===== src/hdl/itrt_pkg.sv =====
// ----------------------------------------------------------------------------
// itrt_pkg
// Shared types, constants and the digit-to-character mapping of the integer to
// radix text converter.
// ----------------------------------------------------------------------------
package itrt_pkg;

    localparam int NUMBER_W    = 64;
    localparam int BASE_W      = 6;
    localparam int CHAR_W      = 8;
    localparam int DIGIT_W     = 6;
    localparam int DIGIT_SLOTS = 64;
    localparam int SLOT_W      = $clog2(DIGIT_SLOTS);
    localparam int COUNT_W     = SLOT_W + 1;
    localparam int STEP_W      = $clog2(NUMBER_W);

    localparam logic [BASE_W-1:0] RADIX_MIN = 6'd2;
    localparam logic [BASE_W-1:0] RADIX_MAX = 6'd36;
    localparam logic [BASE_W-1:0] RADIX_DEC = 6'd10;

    localparam logic [CHAR_W-1:0] CHAR_ZERO  = 8'h30;
    localparam logic [CHAR_W-1:0] CHAR_ALPHA = 8'h41;
    localparam logic [CHAR_W-1:0] CHAR_MINUS = 8'h2D;

    typedef enum logic [4:0] {
        ST_IDLE = 5'b00001,
        ST_SIGN = 5'b00010,
        ST_DIV  = 5'b00100,
        ST_READ = 5'b01000,
        ST_SHOW = 5'b10000
    } state_t;

    typedef struct packed {
        logic busy;
        logic digit_done;
        logic quot_zero;
    } div_status_t;

    function automatic logic [CHAR_W-1:0] glyph_of(input logic [DIGIT_W-1:0] d);
        logic [CHAR_W-1:0] ext;
        ext = {{(CHAR_W-DIGIT_W){1'b0}}, d};
        if (d < DIGIT_W'(10))
            glyph_of = CHAR_ZERO + ext;
        else
            glyph_of = CHAR_ALPHA + ext - CHAR_W'(10);
    endfunction

endpackage


===== src/hdl/itrt_req_if.sv =====
// ----------------------------------------------------------------------------
// itrt_req_if
// Request channel: the value to convert and its radix.
// ----------------------------------------------------------------------------
interface itrt_req_if
    import itrt_pkg::*;
();
    logic                valid;
    logic                ready;
    logic [NUMBER_W-1:0] number;
    logic [BASE_W-1:0]   base;

    modport source (output valid, output number, output base, input ready);
    modport sink   (input valid, input number, input base, output ready);
endinterface


===== src/hdl/itrt_text_if.sv =====
// ----------------------------------------------------------------------------
// itrt_text_if
// Text channel: one ASCII character per transaction, with the last flag.
// ----------------------------------------------------------------------------
interface itrt_text_if
    import itrt_pkg::*;
();
    logic              valid;
    logic              ready;
    logic [CHAR_W-1:0] character;
    logic              last;

    modport source (output valid, output character, output last, input ready);
    modport sink   (input valid, input character, input last, output ready);
endinterface


===== src/hdl/itrt_divider.sv =====
// ----------------------------------------------------------------------------
// itrt_divider
// Bit-serial restoring divider: divides the held quotient by the radix, one
// quotient bit per cycle, and yields one digit at the end of each pass.
// ----------------------------------------------------------------------------
module itrt_divider
    import itrt_pkg::*;
(
    input  logic                clk,
    input  logic                rst_n,
    input  logic                start,
    input  logic                cont,
    input  logic [NUMBER_W-1:0] dividend,
    input  logic [BASE_W-1:0]   radix,
    output div_status_t         status,
    output logic [DIGIT_W-1:0]  digit
);

    logic [NUMBER_W-1:0] quot_reg, quot_next;
    logic [DIGIT_W-1:0]  rem_reg, rem_next;
    logic [BASE_W-1:0]   radix_reg;
    logic [STEP_W-1:0]   step_reg, step_next;
    logic                busy_reg, busy_next;
    logic                done_reg, done_next;
    logic [DIGIT_W:0]    trial;
    logic                fits;

    assign trial = {rem_reg, quot_reg[NUMBER_W-1]};
    assign fits  = trial >= {1'b0, radix_reg};

    always_comb
    begin
        quot_next = quot_reg;
        rem_next  = rem_reg;
        step_next = step_reg;
        busy_next = busy_reg;
        done_next = 1'b0;
        if (start)
        begin
            quot_next = dividend;
            rem_next  = '0;
            step_next = '0;
            busy_next = 1'b1;
        end
        else if (cont)
        begin
            rem_next  = '0;
            step_next = '0;
            busy_next = 1'b1;
        end
        else if (busy_reg)
        begin
            quot_next = {quot_reg[NUMBER_W-2:0], fits};
            rem_next  = fits ? DIGIT_W'(trial - {1'b0, radix_reg}) : trial[DIGIT_W-1:0];
            step_next = step_reg + STEP_W'(1);
            if (step_reg == STEP_W'(NUMBER_W - 1))
            begin
                busy_next = 1'b0;
                done_next = 1'b1;
            end
        end
    end

    always_ff @(posedge clk or negedge rst_n)
    begin
        if (!rst_n)
        begin
            busy_reg <= 1'b0;
            done_reg <= 1'b0;
            step_reg <= '0;
        end
        else
        begin
            busy_reg <= busy_next;
            done_reg <= done_next;
            step_reg <= step_next;
        end
    end

    always_ff @(posedge clk)
    begin
        quot_reg <= quot_next;
        rem_reg  <= rem_next;
        if (start)
            radix_reg <= radix;
    end

    assign status.busy       = busy_reg;
    assign status.digit_done = done_reg;
    assign status.quot_zero  = quot_reg == '0;
    assign digit             = rem_reg;

    assert property (@(posedge clk) disable iff (!rst_n)
        done_reg |-> !busy_reg)
        else $error("digit reported while the divider is still busy");

    assert property (@(posedge clk) disable iff (!rst_n)
        (busy_reg && step_reg == STEP_W'(NUMBER_W - 1) && !start && !cont) |=> done_reg)
        else $error("final step did not report a digit");

    assert property (@(posedge clk) disable iff (!rst_n)
        (busy_reg && !start && !cont) |=> rem_reg < radix_reg)
        else $error("partial remainder reached the radix");

endmodule


===== src/hdl/integer_to_radix_text.sv =====
// ----------------------------------------------------------------------------
// integer_to_radix_text
// Converts a 64-bit value to its ASCII text in radix 2 to 36, most significant
// character first, with a leading minus sign for negative decimal values.
//
//   Channel   Role    Payload                 Transaction
//   request   sink    number[63:0], base[5:0] one value to convert
//   text      source  character[7:0], last    one character of the text
//
// Each digit comes from the bit-serial divider into the digit memory; readout
// then passes each character through the READ and SHOW states.
// Reset clears the control state only; the digit memory needs no clearing.
// A stalled text channel holds the current character and pauses readout.
// ----------------------------------------------------------------------------
module integer_to_radix_text
    import itrt_pkg::*;
(
    input  logic         clk,
    input  logic         rst_n,
    itrt_req_if.sink     request,
    itrt_text_if.source  text
);

    state_t              state_reg, state_next;
    logic [COUNT_W-1:0]  count_reg;
    logic                fin_reg;
    logic [SLOT_W-1:0]   rd_idx_reg;
    logic [DIGIT_W-1:0]  rd_data_reg;
    logic [DIGIT_W-1:0]  digit_mem [DIGIT_SLOTS];

    logic                out_valid_reg;
    logic [CHAR_W-1:0]   char_reg;
    logic                last_reg;

    logic                accept;
    logic [BASE_W-1:0]   radix;
    logic                negative;
    logic [NUMBER_W-1:0] magnitude;
    logic                out_free;
    logic                load_sign;
    logic                load_digit;
    logic                cont;
    div_status_t         div_stat;
    logic [DIGIT_W-1:0]  div_digit;

    assign request.ready = state_reg == ST_IDLE;
    assign accept        = request.valid && request.ready;

    always_comb
    begin
        radix = request.base;
        if (request.base < RADIX_MIN)
            radix = RADIX_MIN;
        else if (request.base > RADIX_MAX)
            radix = RADIX_MAX;
    end

    assign negative  = (radix == RADIX_DEC) && request.number[NUMBER_W-1];
    assign magnitude = negative ? (NUMBER_W'(0) - request.number) : request.number;

    assign cont = div_stat.digit_done && !div_stat.quot_zero
                  && (count_reg != COUNT_W'(DIGIT_SLOTS - 1));

    itrt_divider u_divider (
        .clk      (clk),
        .rst_n    (rst_n),
        .start    (accept),
        .cont     (cont),
        .dividend (magnitude),
        .radix    (radix),
        .status   (div_stat),
        .digit    (div_digit)
    );

    assign out_free   = !out_valid_reg || text.ready;
    assign load_sign  = (state_reg == ST_SIGN) && out_free;
    assign load_digit = (state_reg == ST_SHOW) && out_free;

    always_comb
    begin
        state_next = state_reg;
        unique case (state_reg)
            ST_IDLE:
                if (accept)
                    state_next = negative ? ST_SIGN : ST_DIV;
            ST_SIGN:
                if (out_free)
                    state_next = ST_DIV;
            ST_DIV:
                if (fin_reg)
                    state_next = ST_READ;
            ST_READ:
                state_next = ST_SHOW;
            ST_SHOW:
                if (out_free)
                    state_next = (rd_idx_reg == '0) ? ST_IDLE : ST_READ;
            default:
                state_next = ST_IDLE;
        endcase
    end

    always_ff @(posedge clk or negedge rst_n)
    begin
        if (!rst_n)
        begin
            state_reg     <= ST_IDLE;
            count_reg     <= '0;
            fin_reg       <= 1'b0;
            rd_idx_reg    <= '0;
            out_valid_reg <= 1'b0;
        end
        else
        begin
            state_reg <= state_next;
            if (accept)
            begin
                count_reg <= '0;
                fin_reg   <= 1'b0;
            end
            else if (div_stat.digit_done)
            begin
                count_reg <= count_reg + COUNT_W'(1);
                fin_reg   <= !cont;
            end
            if (state_reg == ST_DIV && fin_reg)
                rd_idx_reg <= count_reg[SLOT_W-1:0] - SLOT_W'(1);
            else if (load_digit && rd_idx_reg != '0)
                rd_idx_reg <= rd_idx_reg - SLOT_W'(1);
            if (load_sign || load_digit)
                out_valid_reg <= 1'b1;
            else if (text.ready)
                out_valid_reg <= 1'b0;
        end
    end

    always_ff @(posedge clk)
    begin
        if (div_stat.digit_done)
            digit_mem[count_reg[SLOT_W-1:0]] <= div_digit;
        rd_data_reg <= digit_mem[rd_idx_reg];
        if (load_sign)
        begin
            char_reg <= CHAR_MINUS;
            last_reg <= 1'b0;
        end
        else if (load_digit)
        begin
            char_reg <= glyph_of(rd_data_reg);
            last_reg <= rd_idx_reg == '0;
        end
    end

    assign text.valid     = out_valid_reg;
    assign text.character = char_reg;
    assign text.last      = last_reg;

    assert property (@(posedge clk) disable iff (!rst_n)
        div_stat.digit_done |-> (state_reg == ST_SIGN || state_reg == ST_DIV))
        else $error("digit arrived outside the conversion phase");

    assert property (@(posedge clk) disable iff (!rst_n)
        (state_reg == ST_IDLE) |-> !div_stat.busy)
        else $error("divider busy while a new value can be taken");

    assert property (@(posedge clk) disable iff (!rst_n)
        (state_reg == ST_READ || state_reg == ST_SHOW)
            |-> (count_reg != '0 && COUNT_W'(rd_idx_reg) < count_reg))
        else $error("readout index outside the stored digits");

    assert property (@(posedge clk) disable iff (!rst_n)
        (load_digit && rd_idx_reg == '0) |=> (state_reg == ST_IDLE && last_reg))
        else $error("final character did not end the text");

endmodule


===== src/flat_wrapper.sv =====
// flat-port wrapper written by rule: the top's interface ports become plain ports
module integer_to_radix_text_flat import itrt_pkg::*;
  (clk, rst_n, request_valid, request_number, request_base, request_ready, text_valid, text_character, text_last, text_ready);
  itrt_req_if request_i ();
  itrt_text_if text_i ();
  input  logic clk;
  input  logic rst_n;
  input wire logic [$bits(request_i.valid)-1:0] request_valid;
  input wire logic [$bits(request_i.number)-1:0] request_number;
  input wire logic [$bits(request_i.base)-1:0] request_base;
  output wire logic [$bits(request_i.ready)-1:0] request_ready;
  output wire logic [$bits(text_i.valid)-1:0] text_valid;
  output wire logic [$bits(text_i.character)-1:0] text_character;
  output wire logic [$bits(text_i.last)-1:0] text_last;
  input wire logic [$bits(text_i.ready)-1:0] text_ready;
  assign request_i.valid = request_valid;
  assign request_i.number = request_number;
  assign request_i.base = request_base;
  assign request_ready = request_i.ready;
  assign text_valid = text_i.valid;
  assign text_character = text_i.character;
  assign text_last = text_i.last;
  assign text_i.ready = text_ready;
  integer_to_radix_text u_core (.clk(clk), .rst_n(rst_n), .request(request_i), .text(text_i));
endmodule

===== config.mk =====
export PLATFORM = sky130hd
export DESIGN_NAME = integer_to_radix_text_flat
export DESIGN_NICKNAME = d
export VERILOG_FILES = /design/src/hdl/itrt_pkg.sv /design/src/hdl/itrt_req_if.sv /design/src/hdl/itrt_text_if.sv /design/src/hdl/itrt_divider.sv /design/src/hdl/integer_to_radix_text.sv /design/src/flat_wrapper.sv
export SDC_FILE = /design/constraint.sdc
export NUM_CORES = 1
export LEC_CHECK = 0
export BUFFER_PORTS_ARGS = -buffer_cell sky130_fd_sc_hd__buf_2
export CAP_MARGIN = 0
export CORE_MARGIN = 2
export CORE_UTILIZATION = 60
export DETAILED_ROUTE_END_ITERATION = 8
export HOLD_SLACK_MARGIN = 0.15
export PLACE_DENSITY = 0.78
export SETUP_SLACK_MARGIN = 0.15
export SLEW_MARGIN = 20
export SYNTH_ARGS = -nofsm -noshare
export SYNTH_HDL_FRONTEND = slang
export SYNTH_SLANG_ARGS = --single-unit

===== constraint.sdc =====
create_clock -name clk -period 3.9 [get_ports clk]
set_input_delay 0 -clock clk [delete_from_list [all_inputs] [get_ports clk]]
set_output_delay 0 -clock clk [all_outputs]
set_load 0.01 [all_outputs]

==> metrics, run 1 <==
Worst-Skew Late Latency=0.59 ns; flip-flop and latch area=14800 um2; fin crit share=80.2%; Power Internal=0.0104 W; flip-flop count of the largest register, all copies and words added=384; synthesized netlist cell count=1454; CTS tree=yes; number of global-route vias before repair=13600; initial drt markers=1580; mean instance size in the synthesized netlist=15.2 um2; grt ovf=0; layout net count=1726; clock share of power=34.7%; static power due to leakage=8.77 nW; count of warnings emitted by yosys=0; antenna violations before repair=2; CTS max path bufs=3; number of rows created at floorplan=70; Power, Total=0.0138 W; Clock Pin Slew Worst Setup and Hold Paths=0.06 ns; run status=completed; placeable core area=36400 um2; final cell utilization of the core=70.4%; count of vias placed by the detailed router=13500; power per unit of standard cell area=538 nW/um2; commonest non-fill, non-tap cells in the layout=edfxtp_1 (454), nor2_1 (144), nand2_1 (112); setup repair after global routing missed its margin=no; number of enable flip-flop cells after synthesis=454; global-route usage over all layers=26.8%; FMAX=0.320 GHz; final setup violating endpoints=0; maximum number of pins on one net before global-route repair=69; clock sink count=502; Die Ht=196 um; worst voltage drop across the vdd grid=0.000345 V; slew at the pin closest to its max-slew limit=1.16 ns; quantity of I/O buffers inserted on ports=83; min-delay worst type=primary input to flip-flop; H-Tree Depth=2; overall die area=38300 um2; portion of synthesized cell area occupied by the leading cell type=61.8%; largest fanout on the critical path=8; via density per instance=6.29; starting density of the core=60.5%; fin crit period=3.13 ns; share of final-layout standard cells stronger than drive strength 1=19.5%; worst slew margin relative to its limit=22.7%; net switching component of the power=0.00342 W; Worst Setup Start Kind=primary input; detailed-placement wirelength estimate=30.5 mm; most common library cell in the layout ignoring fill and taps=edfxtp_1; area used by multi-input combinational logic=6880 um2; Fin Clk Skew=0.0320 ns; arrival time of the worst setup path=3.41 ns; number of placed I/O pins=85; mean routed wirelength per cell=23.4 um; final routed DRC violation total=0; Die X=196 um; Total Negative Setup Slacks=0 ns; most frequently used flop master after synthesis=edfxtp_1; clk root buf=clkbuf_16; nets in the synthesized netlist=1542; worst endpoint required time=4.18 ns; fraction of the yosys area taken by sequential cells=66.8%; total CTS buffers=48; area delta synth->final=16.4%; proportion of synthesized flip-flops having asynchronous set or reset=5.58%; Setup Fix Bufs, Post-CTS=0; top post-synthesis cells by area=edfxtp_1 (62%), mux4_2 (11%), dfrtp_1 (3.1%), nor2_1 (2.5%), xnor2_1 (2.1%); endpoint type of the worst setup path=flip-flop; Sw Ratio=24.8%; total standard cell area after synthesis=22000 um2; total wire length after detailed routing=50.3 mm; count of filler cells inserted in the layout=2227; number of hold-slack violations in the final timing report=0; number of nets with antenna violations after detailed routing=0; number of different library cells in the post-synthesis netlist=66; register bit total from synthesis=502; Initial DRT Pass Iterations=5; first-pass GRT wire length=77.8 mm; combinational cell fraction of total power=13.0%; Final Wtd Congestion=0.886; total of cells resized after clock tree synthesis=0; cell type with the largest total area after synthesis=edfxtp_1; number of max-slew violations in the final report=0; max_cap viols=0; fraction of power consumed by sequential logic=52.3%; worst setup path class=primary input to flip-flop; CTS Hold Buffers Added=111
## kinds of logic after synthesis
logic type               synth area share (%)
AO/OA/AOI/OAI                            5.49
adder cells (fa/ha/maj)                 0.829
buffers and inverters                    2.00
AND/OR/NAND/NOR                          9.21
multiplexers                             12.3
XOR/XNOR                                 3.34
other                                  0.0170
flip-flops                               66.8
## metrics by stage
step           cell area (um2)  worst slack, ns  std cells  hold WS, ns
2_1_floorplan            22000            0.625       1454       -0.296
5_1_grt                  25700            0.677       2147        0.254
6_report                 25700            0.770       2147        0.276
3_5_place_dp             22900             1.09       1945       0.0641
3_3_place_gp             22900             1.09       1945       0.0574
4_1_cts                  25700             1.04       2146        0.220
## worst max-delay path, stage by stage
cell           delay, ns
dlygate4sd3_1       0.55
buf_2               0.17
nor4_1              0.57
nor4b_4             0.65
nand4_1             0.35
o31a_1              0.34
xnor2_1             0.14
dlygate4sd3_1       0.56
o21ai_0             0.08
## cell usage after synthesis (20+ instances only)
cell type,count
dfxtp_1,20
a21oi_1,32
xnor2_1,54
edfxtp_1,454
nor3_1,23
o21ai_0,80
nand2_1,114
inv_1,27
nor4_1,28
dfrtp_1,27
clkbuf_1,50
xor2_1,30
nor2_1,144
mux4_2,110
a31oi_1,21
## power by group through the flow
stage / Combinational, W / Sequential [W] / Clock [W]
finish: 0.00180 / 0.00721 / 0.00479
global route: 0.00202 / 0.00726 / 0.00506
CTS: 0.00178 / 0.00720 / 0.00485
detailed placement: 0.00168 / 0.00731 / 0
global placement: 0.00161 / 0.00729 / 0
floorplan: 0.000840 / 0.00750 / 0
## routing by layer
metal,GRT usage [%],wire length (um),up-vias
li1,-,-,6010
met1,36.1,19600,6671
met2,44.8,25000,713
met3,4.33,4030,119
met4,10.3,1630,2
met5,0,13,-
## worst paths after layout
path | slack [ns] | endpoint | depth (start not counted) | startpoint
max reg2reg | 0.96 | u_core.u_divider.quot_reg[43] | 6 | u_core.u_divider.quot_reg[63]
min in group asynchronous | 0.50 | u_core.state_reg[0] | 3 | rst_n
min | 0.28 | u_core.u_divider.radix_reg[5] | 2 | request_base[5]
max in group asynchronous | 3.23 | u_core.rd_idx_reg[1] | 4 | rst_n
min reg2reg | 0.47 | u_core.text.character[4] | 2 | u_core.text.character[4]
max | 0.77 | u_core.u_divider.quot_reg[38] | 9 | request_number[30]
## layout make-up
cell class	instances	share of cell area, %
Tap cell	468	2.28
Antenna cell	1	0.00975
Sequential cell	502	57.5
Clock buffer	64	5.15
Clock inverter	26	1.23
Multi-Input combinational cell	845	26.8
Timing Repair Buffer	213	6.64
Inverter	28	0.409
Power figures use the tool's default switching activity.
==> run 2: changes to the inputs <==
clock period = 3.2 ns   (was 3.9 ns; I/O delays follow)
==> run 2 against run 1 <==
Effect of this change:
- register-to-register slack got worse by 0.57 ns
- non-clock buffer count increased by 28
- sequential power increased by 22%
==> metrics, run 2 (synthesis gave the netlist of run 1 again) <==
run status=completed; worst setup path class=primary input to flip-flop; count of filler cells inserted in the layout=2157; first-pass GRT wire length=81.1 mm; worst slew margin relative to its limit=27.3%; initial drt markers=1497; static power due to leakage=8.91 nW; setup repair after global routing missed its margin=no; power per unit of standard cell area=650 nW/um2; final cell utilization of the core=71.2%; layout net count=1755; total wire length after detailed routing=52.8 mm; commonest non-fill, non-tap cells in the layout=edfxtp_1 (454), nor2_1 (144), dlygate4sd3_1 (119); mean routed wirelength per cell=24.3 um; antenna diode count=0; CTS tree=yes; overall die area=38300 um2; min-delay worst type=primary input to flip-flop; non-filler instance count after layout=2174; standard cell area after detailed placement=23100 um2; endpoint type of the worst setup path=flip-flop; Worst Setup Start Kind=primary input; maximum number of pins on one net before global-route repair=68; count of vias placed by the detailed router=13900; number of placed cells counting well taps=1963; number of placed I/O pins=85; via density per instance=6.41; number of hold-slack violations in the final timing report=0; number of global-route vias before repair=13900; clk root buf=clkbuf_16; flip-flop count of the largest register, all copies and words added=384; worst voltage drop across the vdd grid=0.000537 V; final routed DRC violation total=0; max_cap viols=0; grt ovf=0; worst endpoint required time=3.51 ns; Final Wtd Congestion=0.917; Die Ht=196 um; clock sink count=502; number of nets with antenna violations after detailed routing=0; arrival time of the worst setup path=3.26 ns; post-route design area=25900 um2; Initial DRT Pass Iterations=8; slew at the pin closest to its max-slew limit=1.08 ns; Die X=196 um; share of final-layout standard cells stronger than drive strength 1=20.4%; Fin Clk Skew=0.0170 ns; fin crit share=92.4%; global-route usage over all layers=28.2%; antenna violations before repair=0; Worst-Skew Late Latency=0.58 ns; number of max-slew violations in the final report=0; fin crit period=2.96 ns; quantity of I/O buffers inserted on ports=83; Clock Pin Slew Worst Setup and Hold Paths=0.06 ns; CTS max path bufs=3; largest fanout on the critical path=10; final setup violating endpoints=0; placeable core area=36400 um2; total CTS buffers=49; area delta synth->final=17.6%; H-Tree Depth=2; number of rows created at floorplan=70; most common library cell in the layout ignoring fill and taps=edfxtp_1; detailed-placement wirelength estimate=31.4 mm; starting density of the core=60.5%; FMAX=0.338 GHz; Total Negative Setup Slacks=0 ns
## run 2: changes by cell type in the layout (fill, tap and decap cells not counted), moves of 2 or more
| cell | change |
|---|---|
| dlygate4sd3_1 | +9 |
| inv_6 | -2 |
| clkbuf_8 | -4 |
| and4_1 | -2 |
| clkinvlp_4 | +4 |
| buf_4 | +15 |
| clkbuf_1 | -4 |
| and4_2 | +2 |
| buf_12 | +4 |
| clkinv_1 | +4 |
## run 2: final cells by class
| type | count | area (um2) | share of cell area, % |
|---|---|---|---|
| tap | 468 | 586 | 2.26 |
| multi-input combinational | 845 | 6880 | 26.5 |
| inverter | 28 | 105 | 0.405 |
| clock buffer | 57 | 1280 | 4.93 |
| timing repair buffer | 241 | 1990 | 7.66 |
| sequential | 502 | 14800 | 56.9 |
| clock inverter | 33 | 338 | 1.30 |
## run 2: what timing repair did
action / 4_1_cts / 5_1_grt
buffers inserted: 0 / 1
endpoints found under the setup margin: 0 / 7
hold buffers: 120 / 0
hold endpoints to repair: 111 / 0
gates resized for setup: 0 / 1
## run 2: power by group
group	leakage [nW]	internal, W	switching (W)
logic	3.36	0.000716	0.00153
clock network	0.775	0.00335	0.00245
registers	4.77	0.00847	0.000324
## run 2: routing by layer
layer	track usage (%)	routed length (um)	vias up
met1	36.7	19800	6958
met4	9.12	1800	0
met3	5.45	4270	145
met5	0	0	-
li1	-	-	6055
met2	48.5	26900	786
## run 2: stage by stage
step	hold slack [ns]	total power (W)	setup WS [ns]
after floorplan	-0.296	0.0102	0.233
after global placement	0.0468	0.0108	0.424
after detailed placement	0.0529	0.0110	0.418
after CTS	0.194	0.0168	0.365
after global routing	0.230	0.0175	0.181
final	0.232	0.0169	0.242
## run 2: worst paths after layout
| check | from | to | slack [ns] | depth (start not counted) |
|---|---|---|---|---|
| max in group asynchronous | rst_n | u_core.rd_idx_reg[0] | 2.53 | 4 |
| worst max register to register | u_core.rd_idx_reg[0] | u_core.rd_data_reg[2] | 0.39 | 6 |
| min in group asynchronous | rst_n | u_core.u_divider.step_reg[3] | 0.49 | 4 |
| worst max-delay path | request_number[4] | u_core.u_divider.quot_reg[35] | 0.24 | 9 |
| worst min register to register | u_core.text.character[4] | u_core.text.character[4] | 0.47 | 2 |
| worst min-delay path | request_base[5] | u_core.u_divider.radix_reg[5] | 0.23 | 2 |
## run 2: worst max-delay path, cell delays in order
cell,delay [ns]
dlygate4sd3_1,0.53
buf_2,0.16
nor4_2,0.45
and3_1,0.53
nand3_2,0.31
o31ai_1,0.39
xor2_1,0.21
dlygate4sd3_1,0.57
o21ai_0,0.09
==> run 3: changes to the inputs <==
SYNTH_HIERARCHICAL = 1   (was default)
==> run 3 against run 2 <==
Effect of this change:
- cell area increased by 0.82%
- via count grew 1.4%
- total power up 27%
- die area up 1.5%
- critical path depth unchanged
- synthesized cell count hardly changed
- cell count down 0.46%
- sequential share of layout area is 0.46 points lower
- largest power group unchanged
==> metrics, run 3 <==
run status=completed; maximum number of pins on one net before global-route repair=67; Critical Path, Cell by Cell=dlygate4sd3_1 -> buf_2 -> or4_4 -> or4_4 -> buf_4 -> nor4_4 -> a31oi_1 -> xor2_1 -> mux2_2; register-to-register setup slack=0.22 ns; largest fanout on the critical path=9; clk root buf=clkbuf_16; total standard cell area after synthesis=22400 um2; final cell utilization of the core=71.2%; count of vias placed by the detailed router=14100; number of placed I/O pins=85; Hold Path Origin=request_base[5]; worst endpoint required time=3.53 ns; global-route usage over all layers=27.8%; commonest non-fill, non-tap cells in the layout=edfxtp_1 (454), nor2_1 (129), dlygate4sd3_1 (87), mux4_2 (87), buf_2 (83); mean instance size in the synthesized netlist=15.4 um2; final routed DRC violation total=0; fin crit share=95.2%; first-pass GRT wire length=81.6 mm; worst voltage drop across the vdd grid=0.000784 V; worst slew margin relative to its limit=37.2%; placeable core area=36700 um2; starting density of the core=61.0%; synthesized netlist cell count=1453; antenna violations before repair=0; Worst-Skew Late Latency=0.59 ns; power per unit of standard cell area=816 nW/um2; hold worst-path end=u_core/u_divider/radix_reg[5]; cell repeated most along the worst path=or4_4; H-Tree Depth=2; slew at the pin closest to its max-slew limit=0.935 ns; Clock Pin Slew Worst Setup and Hold Paths=0.06 ns; number of hold-slack violations in the final timing report=0; Die X=197 um; detailed-placement wirelength estimate=32.5 mm; grt ovf=0; clock sink count=502; most common library cell in the layout ignoring fill and taps=edfxtp_1; arrival time of the worst setup path=3.38 ns; minimum setup slack in the final design=0.153 ns; quantity of I/O buffers inserted on ports=83; CTS tree=yes; total CTS buffers=50; standard cell area after detailed placement=23500 um2; number of global-route vias before repair=14100; worst flop-to-flop path endpoint=u_core/u_divider/digit[1]; overall die area=38900 um2; delay of the slowest critical-path stage=0.64 ns; nets in the synthesized netlist=1542; count of filler cells inserted in the layout=2208; worst flop-to-flop path startpoint=u_core/u_divider/quot_reg[7]; Final Wtd Congestion=0.852; Fin Hold WS=0.229 ns; mean routed wirelength per cell=24.6 um; number of rows created at floorplan=70; total wire length after detailed routing=53.2 mm; worst slack at placement=0.277 ns; endpoint type of the worst setup path=flip-flop; number of max-slew violations in the final report=0; initial drt markers=1722; area delta synth->final=16.8%; FMAX=0.328 GHz; post-route design area=26100 um2; number of nets with antenna violations after detailed routing=0; worst setup path class=primary input to flip-flop; max_cap viols=0; layout net count=1743; CTS max path bufs=3; Worst R2R Path Depth=7; count of warnings emitted by yosys=6; fin crit period=3.05 ns; Initial DRT Pass Iterations=6; Fin Clk Skew=0.0207 ns; Hold Path Cell Cnt=2; static power due to leakage=9.22 nW; setup repair after global routing missed its margin=no; share of final-layout standard cells stronger than drive strength 1=23.9%; Total Negative Setup Slacks=0 ns; standard cell with the maximum stage delay on the critical path=nor4_4; Worst Setup Start Kind=primary input; Die Ht=197 um; antenna diode count=0; final setup violating endpoints=0; flip-flop count of the largest register, all copies and words added=384; min-delay worst type=primary input to flip-flop; via density per instance=6.53
==> run 3: how the worst max path moves through the flow <==
stage / to / cells after the start / from
after floorplan: u_core/u_divider/quot_reg[15] / 7 / u_core/state_reg[0]
after global placement: u_core/u_divider/digit[1] / 7 / u_core/u_divider/quot_reg[8]
after detailed placement: u_core/u_divider/digit[1] / 7 / u_core/u_divider/quot_reg[8]
after CTS: u_core/u_divider/quot_reg[16] / 9 / request_number[8]
after global routing: u_core/u_divider/quot_reg[32] / 9 / request_number[16]
final: u_core/u_divider/quot_reg[32] / 9 / request_number[16]
==> run 3: timing repair <==
item | CTS | global route
hold buffers | 89 | 0
resized for setup | 0 | 3
buffers inserted | 0 | 4
endpoints found under the setup margin | 0 | 6
endpoints found under the hold margin | 120 | 0
==> run 3: critical path: cells and delay by family <==
| kind | cells | cell delay [ns] |
|---|---|---|
| muxes | 1 | 0.29 |
| AOI/OAI and AO/OA | 1 | 0.25 |
| xor gates and xnor gates | 1 | 0.20 |
| and+or+nand+nor | 3 | 1.78 |
| buffers and inverters | 3 | 0.86 |
==> run 3: layout make-up <==
cell class | count | area (um2) | area share, %
clock buffers | 63 | 1400 | 5.34
clock inverters | 31 | 264 | 1.01
inverters | 35 | 131 | 0.503
multi-input cells | 838 | 7210 | 27.6
flip-flops and latches | 502 | 14800 | 56.4
well taps | 468 | 586 | 2.24
repair buffers | 227 | 1800 | 6.89
==> run 3: per-stage QoR <==
stage	instances	total power, W
3_3_place_gp	1978	0.0152
6_report	2164	0.0213
2_1_floorplan	1453	0.0133
5_1_grt	2164	0.0222
4_1_cts	2161	0.0213
3_5_place_dp	1978	0.0154
==> run 3: where the power goes <==
group | switching (W) | total (W) | internal (W)
sequential | 0.000795 | 0.00943 | 0.00864
clock | 0.00244 | 0.00586 | 0.00342
combinational | 0.00327 | 0.00604 | 0.00277
==> run 3: routing by layer <==
metal,share of wire [%],global-route usage [%],vias to the layer above
met3,9.2,4.64,115
met5,0,0,-
met2,49,45.9,811
met1,39,38.0,7087
met4,3.1,9.89,0
li1,-,-,6122
